--- config.mk ---
export PLATFORM = sky130hd
export DESIGN_NAME = slab_allocator_table_core
export DESIGN_NICKNAME = d
export VERILOG_FILES = /design/src/hw/rtl/sat_pkg.sv /design/src/hw/rtl/slab_allocator_table_core.sv /design/src/hw/rtl/sat_ctrl.sv /design/src/hw/rtl/sat_datapath.sv
export VERILOG_INCLUDE_DIRS = /design/src /design/src/hw/rtl
export SDC_FILE = /design/constraint.sdc
export NUM_CORES = 1
export LEC_CHECK = 0
export ABC_AREA = 1
export BUFFER_PORTS_ARGS = -buffer_cell sky130_fd_sc_hd__buf_2
export CAP_MARGIN = 20
export CORE_MARGIN = 4
export CORE_UTILIZATION = 35
export CTS_BUF_LIST = sky130_fd_sc_hd__clkbuf_8
export CTS_CLUSTER_DIAMETER = 40
export DETAILED_ROUTE_END_ITERATION = 16
export PLACE_DENSITY_LB_ADDON = 0.1
export SYNTH_ARGS = -nofsm -noshare
export SYNTH_HDL_FRONTEND = slang
export SYNTH_SLANG_ARGS = --single-unit
--- constraint.sdc ---
create_clock -name clock -period 8.6 [get_ports clock]
set_input_delay 0 -clock clock [delete_from_list [all_inputs] [get_ports clock]]
set_output_delay 0 -clock clock [all_outputs]
set_load 0.01 [all_outputs]
--- src/hw/rtl/slab_allocator_table_core_defines.svh ---
// Assertion macros used by the block's datapath module.
`ifndef SLAB_ALLOCATOR_TABLE_CORE_DEFINES_SVH
`define SLAB_ALLOCATOR_TABLE_CORE_DEFINES_SVH

// The consequent holds in the same cycle as the antecedent.
`define SAT_ASSERT_NOW(lbl, clk, rst, ante, cons) \
   lbl: assert property (@(posedge clk) disable iff (rst) (ante) |-> (cons)) \
      else $error("slab allocator table assertion failed");

// The consequent holds in the cycle after the antecedent.
`define SAT_ASSERT_NEXT(lbl, clk, rst, ante, cons) \
   lbl: assert property (@(posedge clk) disable iff (rst) (ante) |=> (cons)) \
      else $error("slab allocator table assertion failed");

`endif

--- src/hw/rtl/sat_pkg.sv ---
`timescale 1ns / 1ps
package sat_pkg;

   localparam int SLAB_BYTES  = 16384;
   localparam int HANDLE_BITS = 16;
   localparam logic [16:0] SLAB_LIMIT = 17'(SLAB_BYTES);
   localparam logic [14:0] MAX_SIZE_RESET = 15'd1024;

   localparam logic [1:0] ACT_ALLOC  = 2'd0;
   localparam logic [1:0] ACT_FREE   = 2'd1;
   localparam logic [1:0] ACT_RESIZE = 2'd2;

   localparam logic [1:0] ST_OK       = 2'd0;
   localparam logic [1:0] ST_BAD_SIZE = 2'd1;
   localparam logic [1:0] ST_UNKNOWN  = 2'd2;

   typedef struct packed {
      logic [1:0]  action;
      logic [14:0] size;
      logic [15:0] slab_handle;
      logic [13:0] byte_offset;
   } req_type;

   typedef struct packed {
      logic [1:0]  status;
      logic [15:0] result_handle;
      logic [13:0] result_offset;
   } rsp_type;

   typedef struct packed {
      logic [HANDLE_BITS-1:0] handle;
      logic [14:0]            object_size;
      logic [14:0]            in_use;
      logic [14:0]            bump_offset;
   } slot_type;

   typedef enum logic [2:0] {
      RES_BAD_SIZE,
      RES_UNKNOWN,
      RES_ECHO_OK,
      RES_ECHO_BAD
   } res_sel_type;

   typedef struct packed {
      logic        accept;
      logic        scan_clr;
      logic        scan_inc;
      logic        alloc_hit;
      logic        alloc_new;
      logic        dec_use;
      logic        compact;
      logic        count_dec;
      logic        set_post;
      logic        rd_next;
      logic        res_load;
      res_sel_type res_sel;
   } cmd_type;

   typedef struct packed {
      logic [1:0] action;
      logic       size_bad;
      logic       grow_bad;
      logic       scan_end;
      logic       alloc_match;
      logic       find_match;
      logic       shrink;
      logic       use_gt1;
      logic       compact_more;
      logic       post;
   } stat_type;

endpackage

--- src/hw/rtl/slab_allocator_table_core.sv ---
`timescale 1ns / 1ps
// Channel   Direction  Handshake              Payload
// req       in         req_valid / req_ready  req_data  (sat_pkg::req_type)
// rsp       out        rsp_valid / rsp_ready  rsp_data  (sat_pkg::rsp_type)
// csr       in         csr_wr_en              csr_wr_data (max_object_size)
//
// One request at a time; each scan of the slot table visits one slot per cycle.
// The longest request is a growing resize: it finds the old slab, allocates, then finds
// the old slab again and frees it, compacting the table when that was its last use.
// Synchronous reset empties the table and restores max_object_size to 1024.
// The response is held in a register until rsp_ready; no new request is taken before then.
module slab_allocator_table_core #(
   parameter int SLOTS = 8
) (
   input  logic             clock,
   input  logic             reset,
   input  logic             req_valid,
   output logic             req_ready,
   input  sat_pkg::req_type req_data,
   output logic             rsp_valid,
   input  logic             rsp_ready,
   output sat_pkg::rsp_type rsp_data,
   input  logic             csr_wr_en,
   input  logic [14:0]      csr_wr_data
);
   import sat_pkg::*;

   cmd_type  cmd;
   stat_type stat;

   sat_ctrl u_ctrl (
      .clock     (clock),
      .reset     (reset),
      .req_valid (req_valid),
      .req_ready (req_ready),
      .rsp_valid (rsp_valid),
      .rsp_ready (rsp_ready),
      .stat      (stat),
      .cmd       (cmd)
   );

   sat_datapath #(
      .SLOTS (SLOTS)
   ) u_datapath (
      .clock       (clock),
      .reset       (reset),
      .csr_wr_en   (csr_wr_en),
      .csr_wr_data (csr_wr_data),
      .req_data    (req_data),
      .rsp_data    (rsp_data),
      .cmd         (cmd),
      .stat        (stat)
   );

endmodule

--- src/hw/rtl/sat_ctrl.sv ---
`timescale 1ns / 1ps
module sat_ctrl (
   input  logic              clock,
   input  logic              reset,
   input  logic              req_valid,
   output logic              req_ready,
   output logic              rsp_valid,
   input  logic              rsp_ready,
   input  sat_pkg::stat_type stat,
   output sat_pkg::cmd_type  cmd
);
   import sat_pkg::*;

   typedef enum logic [7:0] {
      S_IDLE     = 8'b0000_0001,
      S_DISPATCH = 8'b0000_0010,
      S_ASCAN    = 8'b0000_0100,
      S_ANEW     = 8'b0000_1000,
      S_FSCAN    = 8'b0001_0000,
      S_FREE     = 8'b0010_0000,
      S_COMPACT  = 8'b0100_0000,
      S_RESP     = 8'b1000_0000
   } state_type;

   state_type state_ff, state_in;

   assign req_ready = (state_ff == S_IDLE);
   assign rsp_valid = (state_ff == S_RESP);

   always_comb begin
      state_in = state_ff;
      cmd      = '0;
      cmd.res_sel = RES_BAD_SIZE;
      unique case (state_ff)
         S_IDLE: begin
            if (req_valid) begin
               cmd.accept = 1'b1;
               state_in   = S_DISPATCH;
            end
         end
         S_DISPATCH: begin
            if (stat.action == ACT_ALLOC) begin
               if (stat.size_bad) begin
                  cmd.res_load = 1'b1;
                  cmd.res_sel  = RES_BAD_SIZE;
                  state_in     = S_RESP;
               end else begin
                  cmd.scan_clr = 1'b1;
                  state_in     = S_ASCAN;
               end
            end else if (stat.action == ACT_FREE || stat.action == ACT_RESIZE) begin
               cmd.scan_clr = 1'b1;
               state_in     = S_FSCAN;
            end else begin
               state_in = S_RESP;
            end
         end
         S_ASCAN: begin
            if (stat.scan_end) begin
               state_in = S_ANEW;
            end else if (stat.alloc_match) begin
               cmd.alloc_hit = 1'b1;
               cmd.scan_clr  = stat.post;
               state_in      = stat.post ? S_FSCAN : S_RESP;
            end else begin
               cmd.scan_inc = 1'b1;
            end
         end
         S_ANEW: begin
            cmd.alloc_new = 1'b1;
            cmd.scan_clr  = stat.post;
            state_in      = stat.post ? S_FSCAN : S_RESP;
         end
         S_FSCAN: begin
            if (stat.scan_end) begin
               cmd.res_load = !stat.post;
               cmd.res_sel  = RES_UNKNOWN;
               state_in     = S_RESP;
            end else if (stat.find_match) begin
               if (stat.action == ACT_FREE || stat.post) begin
                  state_in = S_FREE;
               end else if (stat.shrink) begin
                  cmd.res_load = 1'b1;
                  cmd.res_sel  = RES_ECHO_OK;
                  state_in     = S_RESP;
               end else if (stat.grow_bad) begin
                  cmd.res_load = 1'b1;
                  cmd.res_sel  = RES_ECHO_BAD;
                  state_in     = S_RESP;
               end else begin
                  cmd.set_post = 1'b1;
                  cmd.scan_clr = 1'b1;
                  state_in     = S_ASCAN;
               end
            end else begin
               cmd.scan_inc = 1'b1;
            end
         end
         S_FREE: begin
            if (stat.use_gt1) begin
               cmd.dec_use = 1'b1;
               state_in    = S_RESP;
            end else begin
               state_in = S_COMPACT;
            end
         end
         S_COMPACT: begin
            cmd.rd_next = 1'b1;
            if (stat.compact_more) begin
               cmd.compact = 1'b1;
            end else begin
               cmd.count_dec = 1'b1;
               state_in      = S_RESP;
            end
         end
         S_RESP: begin
            if (rsp_ready) begin
               state_in = S_IDLE;
            end
         end
         default: state_in = S_IDLE;
      endcase
   end

   always_ff @(posedge clock) begin
      if (reset) begin
         state_ff <= S_IDLE;
      end else begin
         state_ff <= state_in;
      end
   end

endmodule

--- src/hw/rtl/sat_datapath.sv ---
`timescale 1ns / 1ps
`include "slab_allocator_table_core_defines.svh"
module sat_datapath #(
   parameter int SLOTS = 8
) (
   input  logic              clock,
   input  logic              reset,
   input  logic              csr_wr_en,
   input  logic [14:0]       csr_wr_data,
   input  sat_pkg::req_type  req_data,
   output sat_pkg::rsp_type  rsp_data,
   input  sat_pkg::cmd_type  cmd,
   output sat_pkg::stat_type stat
);
   import sat_pkg::*;

   localparam int IW = (SLOTS > 1) ? $clog2(SLOTS) : 1;
   localparam int CW = $clog2(SLOTS + 1);
   localparam logic [CW-1:0] SLOTS_C = CW'(SLOTS);

   slot_type               slots_ff [SLOTS];
   logic [CW-1:0]          idx_ff, idx_in, count_ff, count_in;
   logic [IW-1:0]          victim_ff, victim_in;
   logic [14:0]            min_ff, min_in;
   logic [14:0]            max_ff;
   logic [HANDLE_BITS-1:0] handle_ff;
   logic                   post_ff;
   req_type                req_ff;
   rsp_type                rsp_ff, rsp_in;

   logic [IW-1:0] rd_addr, wr_addr, new_addr;
   slot_type      rd, wr_data;
   logic          wr_en, full;
   logic [16:0]   bump_sum;
   logic [CW:0]   idx_next;

   assign idx_next = {1'b0, idx_ff} + (CW + 1)'(1);
   assign rd_addr  = cmd.rd_next ? IW'(idx_next) : idx_ff[IW-1:0];
   assign rd       = slots_ff[rd_addr];
   assign full     = (count_ff == SLOTS_C);
   assign new_addr = full ? victim_ff : count_ff[IW-1:0];
   assign bump_sum = {2'b0, rd.bump_offset} + {2'b0, req_ff.size};

   assign stat.action       = req_ff.action;
   assign stat.size_bad     = (req_ff.size == 15'd0) || (req_ff.size > max_ff);
   assign stat.grow_bad     = (req_ff.size > max_ff);
   assign stat.scan_end     = (idx_ff >= count_ff);
   assign stat.alloc_match  = (rd.object_size == req_ff.size) && (bump_sum <= SLAB_LIMIT);
   assign stat.find_match   = (rd.handle == req_ff.slab_handle)
                              && ({3'b0, req_ff.byte_offset} < SLAB_LIMIT);
   assign stat.shrink       = (req_ff.size <= rd.object_size);
   assign stat.use_gt1      = (rd.in_use > 15'd1);
   assign stat.compact_more = (idx_next < {1'b0, count_ff});
   assign stat.post         = post_ff;

   assign rsp_data = rsp_ff;

   always_comb begin
      wr_en   = 1'b0;
      wr_addr = idx_ff[IW-1:0];
      wr_data = rd;
      if (cmd.alloc_hit) begin
         wr_en               = 1'b1;
         wr_data.in_use      = rd.in_use + 15'd1;
         wr_data.bump_offset = bump_sum[14:0];
      end else if (cmd.alloc_new) begin
         wr_en   = 1'b1;
         wr_addr = new_addr;
         wr_data = '{handle: handle_ff, object_size: req_ff.size,
                     in_use: 15'd1, bump_offset: req_ff.size};
      end else if (cmd.dec_use) begin
         wr_en          = 1'b1;
         wr_data.in_use = rd.in_use - 15'd1;
      end else if (cmd.compact) begin
         wr_en = 1'b1;
      end
   end

   always_comb begin
      idx_in    = idx_ff;
      victim_in = victim_ff;
      min_in    = min_ff;
      count_in  = count_ff;
      if (cmd.scan_clr || cmd.accept) begin
         idx_in = '0;
      end else if (cmd.scan_inc || cmd.compact) begin
         idx_in = idx_next[CW-1:0];
      end
      if (cmd.scan_inc && ((idx_ff == '0) || (rd.in_use < min_ff))) begin
         min_in    = rd.in_use;
         victim_in = idx_ff[IW-1:0];
      end
      if (cmd.alloc_new && !full) begin
         count_in = count_ff + CW'(1);
      end else if (cmd.count_dec) begin
         count_in = count_ff - CW'(1);
      end
   end

   always_comb begin
      rsp_in = rsp_ff;
      if (cmd.accept) begin
         rsp_in = '0;
      end else if (cmd.alloc_hit) begin
         rsp_in = '{status: ST_OK, result_handle: rd.handle,
                    result_offset: rd.bump_offset[13:0]};
      end else if (cmd.alloc_new) begin
         rsp_in = '{status: ST_OK, result_handle: handle_ff, result_offset: 14'd0};
      end else if (cmd.res_load) begin
         unique case (cmd.res_sel)
            RES_BAD_SIZE: rsp_in = '{status: ST_BAD_SIZE, result_handle: 16'd0,
                                     result_offset: 14'd0};
            RES_UNKNOWN:  rsp_in = '{status: ST_UNKNOWN, result_handle: 16'd0,
                                     result_offset: 14'd0};
            RES_ECHO_OK:  rsp_in = '{status: ST_OK, result_handle: req_ff.slab_handle,
                                     result_offset: req_ff.byte_offset};
            RES_ECHO_BAD: rsp_in = '{status: ST_BAD_SIZE,
                                     result_handle: req_ff.slab_handle,
                                     result_offset: req_ff.byte_offset};
            default:      rsp_in = rsp_ff;
         endcase
      end
   end

   always_ff @(posedge clock) begin
      if (wr_en) begin
         slots_ff[wr_addr] <= wr_data;
      end
      if (cmd.accept) begin
         req_ff <= req_data;
      end
      rsp_ff    <= rsp_in;
      victim_ff <= victim_in;
      min_ff    <= min_in;
   end

   always_ff @(posedge clock) begin
      if (reset) begin
         idx_ff    <= '0;
         count_ff  <= '0;
         handle_ff <= '0;
         post_ff   <= 1'b0;
         max_ff    <= MAX_SIZE_RESET;
      end else begin
         idx_ff   <= idx_in;
         count_ff <= count_in;
         if (cmd.alloc_new) begin
            handle_ff <= handle_ff + HANDLE_BITS'(1);
         end
         if (cmd.accept) begin
            post_ff <= 1'b0;
         end else if (cmd.set_post) begin
            post_ff <= 1'b1;
         end
         if (csr_wr_en) begin
            max_ff <= csr_wr_data;
         end
      end
   end

   `SAT_ASSERT_NOW(a_count_bound, clock, reset, 1'b1, count_ff <= SLOTS_C)
   `SAT_ASSERT_NOW(a_dec_nonempty, clock, reset, cmd.count_dec, count_ff != '0)
   `SAT_ASSERT_NEXT(a_handle_step, clock, reset, cmd.alloc_new,
                    handle_ff == $past(handle_ff) + HANDLE_BITS'(1))

endmodule
==> results.py <==
metrics = {
    "run_status": {
        "status": "finished clean",
    },
    "clocking": {
        "clock-sinks": 633,
        "clock_latency_ns": 0.73,
        "clk_path_buf_depth": 3,
        "cts_made_buffers": 119,
        "clk_pin_slew_ns": 0.06,
        "cts_setup_buffers": 0,
        "cts_tree": "built",
        "cts_root_buf": "clkbuf_8",
        "htreeDepth": 3,
    },
    "synthesis": {
        "synth_area_leader_cell": "edfxtp_1",
        "synth_cells": 3108,
        "synth_edf_count": 553,
        "synth_commonest_cells": "nand2_1, edfxtp_1, inv_1",
        "yosysMostFrequentCell": "nand2_1",
        "synth_area_leaders": "edfxtp_1, nand2_1, dfxtp_1, nand3_1, inv_1",
        "ys_ff_latch": 633,
        "syn_nets": 3266,
        "ys_types": 52,
        "synth_top_area_share_pct": 55.0,
        "avgSynthCellArea_um2": 9.72,
        "yosysWarnings": 0,
        "async_reset_ff_share_pct": 0,
        "synthFlopType": "edfxtp_1",
        "yosysSeqAreaShare_pct": 60.3,
        "netlist_area_mm2": 0.0302,
    },
    "finish": {
        "nets": 3540,
        "area_growth_pct": 18.1,
        "multiInputGateArea_mm2": 0.0100,
        "regArea_mm2": 0.0182,
        "fin_area_mm2": 0.0357,
        "fill_cells": 8465,
        "final_layout_size_suffix_gt1_share_pct": 10.5,
        "final_util_pct": 41.8,
    },
    "setup_path": {
        "max_stage_delay_ns": 0.62,
        "r2r_start": "u_datapath.idx_ff[0]",
        "endpoint_kind": "register",
        "reg2reg_depth": 27,
        "slowest_stage": "buf_4",
        "worst_ep_required_time_ns": 9.21,
        "crit_buf_inv": 4,
        "arrival_ns": 7.39,
        "ff2ff_setup_slack_ns": 1.83,
        "crit_cells": 27,
        "cp-start-kind": "register",
        "crit_family": "simple AND/OR/NAND/NOR gates",
        "r2r_end": "u_datapath.rsp_data[21]",
        "path_class": "reg2reg",
        "worst_path_most_repeated_cell": "o21ai_0",
        "crit_fanout": 47,
    },
    "power": {
        "pwr-share-seq_pct": 52.2,
        "p_clk_share_pct": 41.9,
        "p_total_mw": 6.55,
        "powerDensity_mw_per_mm2": 184,
        "switchingPower_mw": 1.60,
        "p_comb_share_pct": 5.9,
        "netSwitchingFraction_pct": 24.4,
        "power.internal_mw": 4.96,
        "p_leak_nw": 14.5,
        "ir_drop_uv": 122,
    },
    "placement": {
        "numPortBuffers": 100,
        "gp_congestion": 0.897,
        "dp_slack_ns": 1.86,
        "hpwl_mm": 58.5,
        "placed_area_mm2": 0.0320,
    },
    "sta": {
        "setup-violations-final": 0,
        "clock-skew-final_ns": 0.0413,
        "hold_viol": 0,
        "maxSlewViolCount": 0,
        "tns_ns": 0,
        "rsz0062_at_grt": "false",
        "fmax_ghz": 0.148,
        "maxSlewHeadroom_pct": 22.4,
        "worst_slew_pin_slew_ns": 1.15,
        "finalWorstSetupSlack_ns": 1.83,
        "post-route-period-util_pct": 78.8,
        "layout_min_cycle_time_ns": 6.77,
    },
    "hold_path": {
        "hold_end": "u_datapath.req_ff[7]",
        "min_path_cells": 2,
        "hp-start": "req_data[7]",
        "hold_path_class": "in2reg",
    },
    "floorplanning": {
        "fp.dieArea_mm2": 0.0911,
        "core_area_mm2": 0.0854,
        "io_pins": 101,
        "die_h_um": 302,
        "dieWidth_um": 302,
        "initial_core_util_pct": 35.4,
        "rows": 107,
    },
    "global_route": {
        "grt_pass1_vias": 23100,
        "grtUsageTotal_pct": 20.5,
        "grt_max_degree": 116,
        "grt_pass1_wl_mm": 142,
        "grt-ovfl-total": 0,
        "antenna_found_initial": 3,
    },
    "route": {
        "viasPerCell": 5.03,
        "num_vias": 23300,
        "drtAntennaViolNets": 0,
        "post-route-drc-count": 0,
        "wl_per_cell_um": 20.3,
        "drt_iter0_drc": 1696,
        "wl_mm": 94.1,
        "dr.pass1.iters": 5,
    },
    "run": {
        "maxCapViolCount": 0,
    },
}
registers in the layout (all words and copies together), names as in the netlist:
name	cells
u_ctrl.state_ff	8
u_datapath.count_ff	4
u_datapath.max_ff	15
u_datapath.idx_ff	4
u_datapath.stat	2
u_datapath.min_ff	15
u_datapath.victim_ff	3
u_datapath.rsp_data	32
u_datapath.handle_ff	16
u_datapath.post_ff	1
u_datapath.slots_ff	488
u_datapath.req_ff	45
cell usage in the layout (no fill, tap or decap), types with 15 or more instances in the layout:
cell and n:
ha_1 89, inv_1 393, a21oi_1 109, dlygate4sd3_1 136
nand3_1 305, dfxtp_1 80, clkbuf_8 125, clkinv_1 22
nand4_1 26, nor4_1 15, o22ai_1 16, nand3b_1 31
nor2_1 202, buf_4 33, clkinv_2 21, o211ai_1 37
nand2_1 794, o21ai_0 190, nor3_1 27, edfxtp_1 553
buf_2 102
power groups by stage:
stage                     clock, mW  combinational (mW)  sequential (mW)
after detailed placement          0               0.333             3.48
after CTS                      2.84               0.384             3.42
after global placement            0               0.329             3.48
after global routing           3.00               0.431             3.42
after floorplan                   0               0.210             3.45
final                          2.75               0.386             3.42
layout make-up:
cell class                 instances  share of cell area, %
antenna                            2                 0.0140
clock buffer                     125                   4.82
clock inverter                    94                   1.48
inverter                         366                   3.86
multi-input combinational       1975                   28.1
sequential                       633                   51.0
tap                             1144                   4.01
timing repair buffer             287                   6.65
repair_timing:
item                                   4_1_cts  5_1_grt
hold buffers                               136        0
gates resized for setup                      0        0
endpoints found under the hold margin       78        0
worst max path at each step:
stage,to,slack (ns),from
5_1_grt,u_datapath.rsp_data[25],1.25,u_datapath.idx_ff[0]
3_3_place_gp,u_datapath.slots_ff[4][34],1.82,u_datapath.idx_ff[0]
2_1_floorplan,u_datapath.slots_ff[1][0],1.23,u_datapath.idx_ff[0]
6_report,u_datapath.rsp_data[21],1.83,u_datapath.idx_ff[0]
4_1_cts,u_datapath.slots_ff[4][12],1.86,u_datapath.idx_ff[0]
3_5_place_dp,u_datapath.slots_ff[4][34],1.86,u_datapath.idx_ff[0]
metrics by stage:
stage | cells | hold WS [ns]
after floorplan | 3108 | 0.0989
after global placement | 4259 | 0.176
after detailed placement | 4263 | 0.178
after CTS | 4618 | 0.00754
after global routing | 4626 | 0.0558
final | 4626 | 0.0799
per-layer routing:
| layer | share of wire, % | GRT usage, % |
|---|---|---|
| met2 | 46 | 33.5 |
| met3 | 5.7 | 4.03 |
| met1 | 45 | 27.7 |
| met5 | 0 | 0 |
| met4 | 2.9 | 6.31 |
cells by family (layout without fill, tap and decap cells):
| family | Yosys count | count (layout) | share of synthesized area [%] |
|---|---|---|---|
| compound gates | 427 | 427 | 8.15 |
| xor+xnor | 19 | 19 | 0.576 |
| fa+ha+maj | 91 | 91 | 3.82 |
| buf+inv | 500 | 872 | 6.82 |
| flops | 633 | 633 | 60.3 |
| other cells | 0 | 2 | 0 |
| simple gates | 1438 | 1438 | 20.4 |
(Power assumes the default switching activity.)
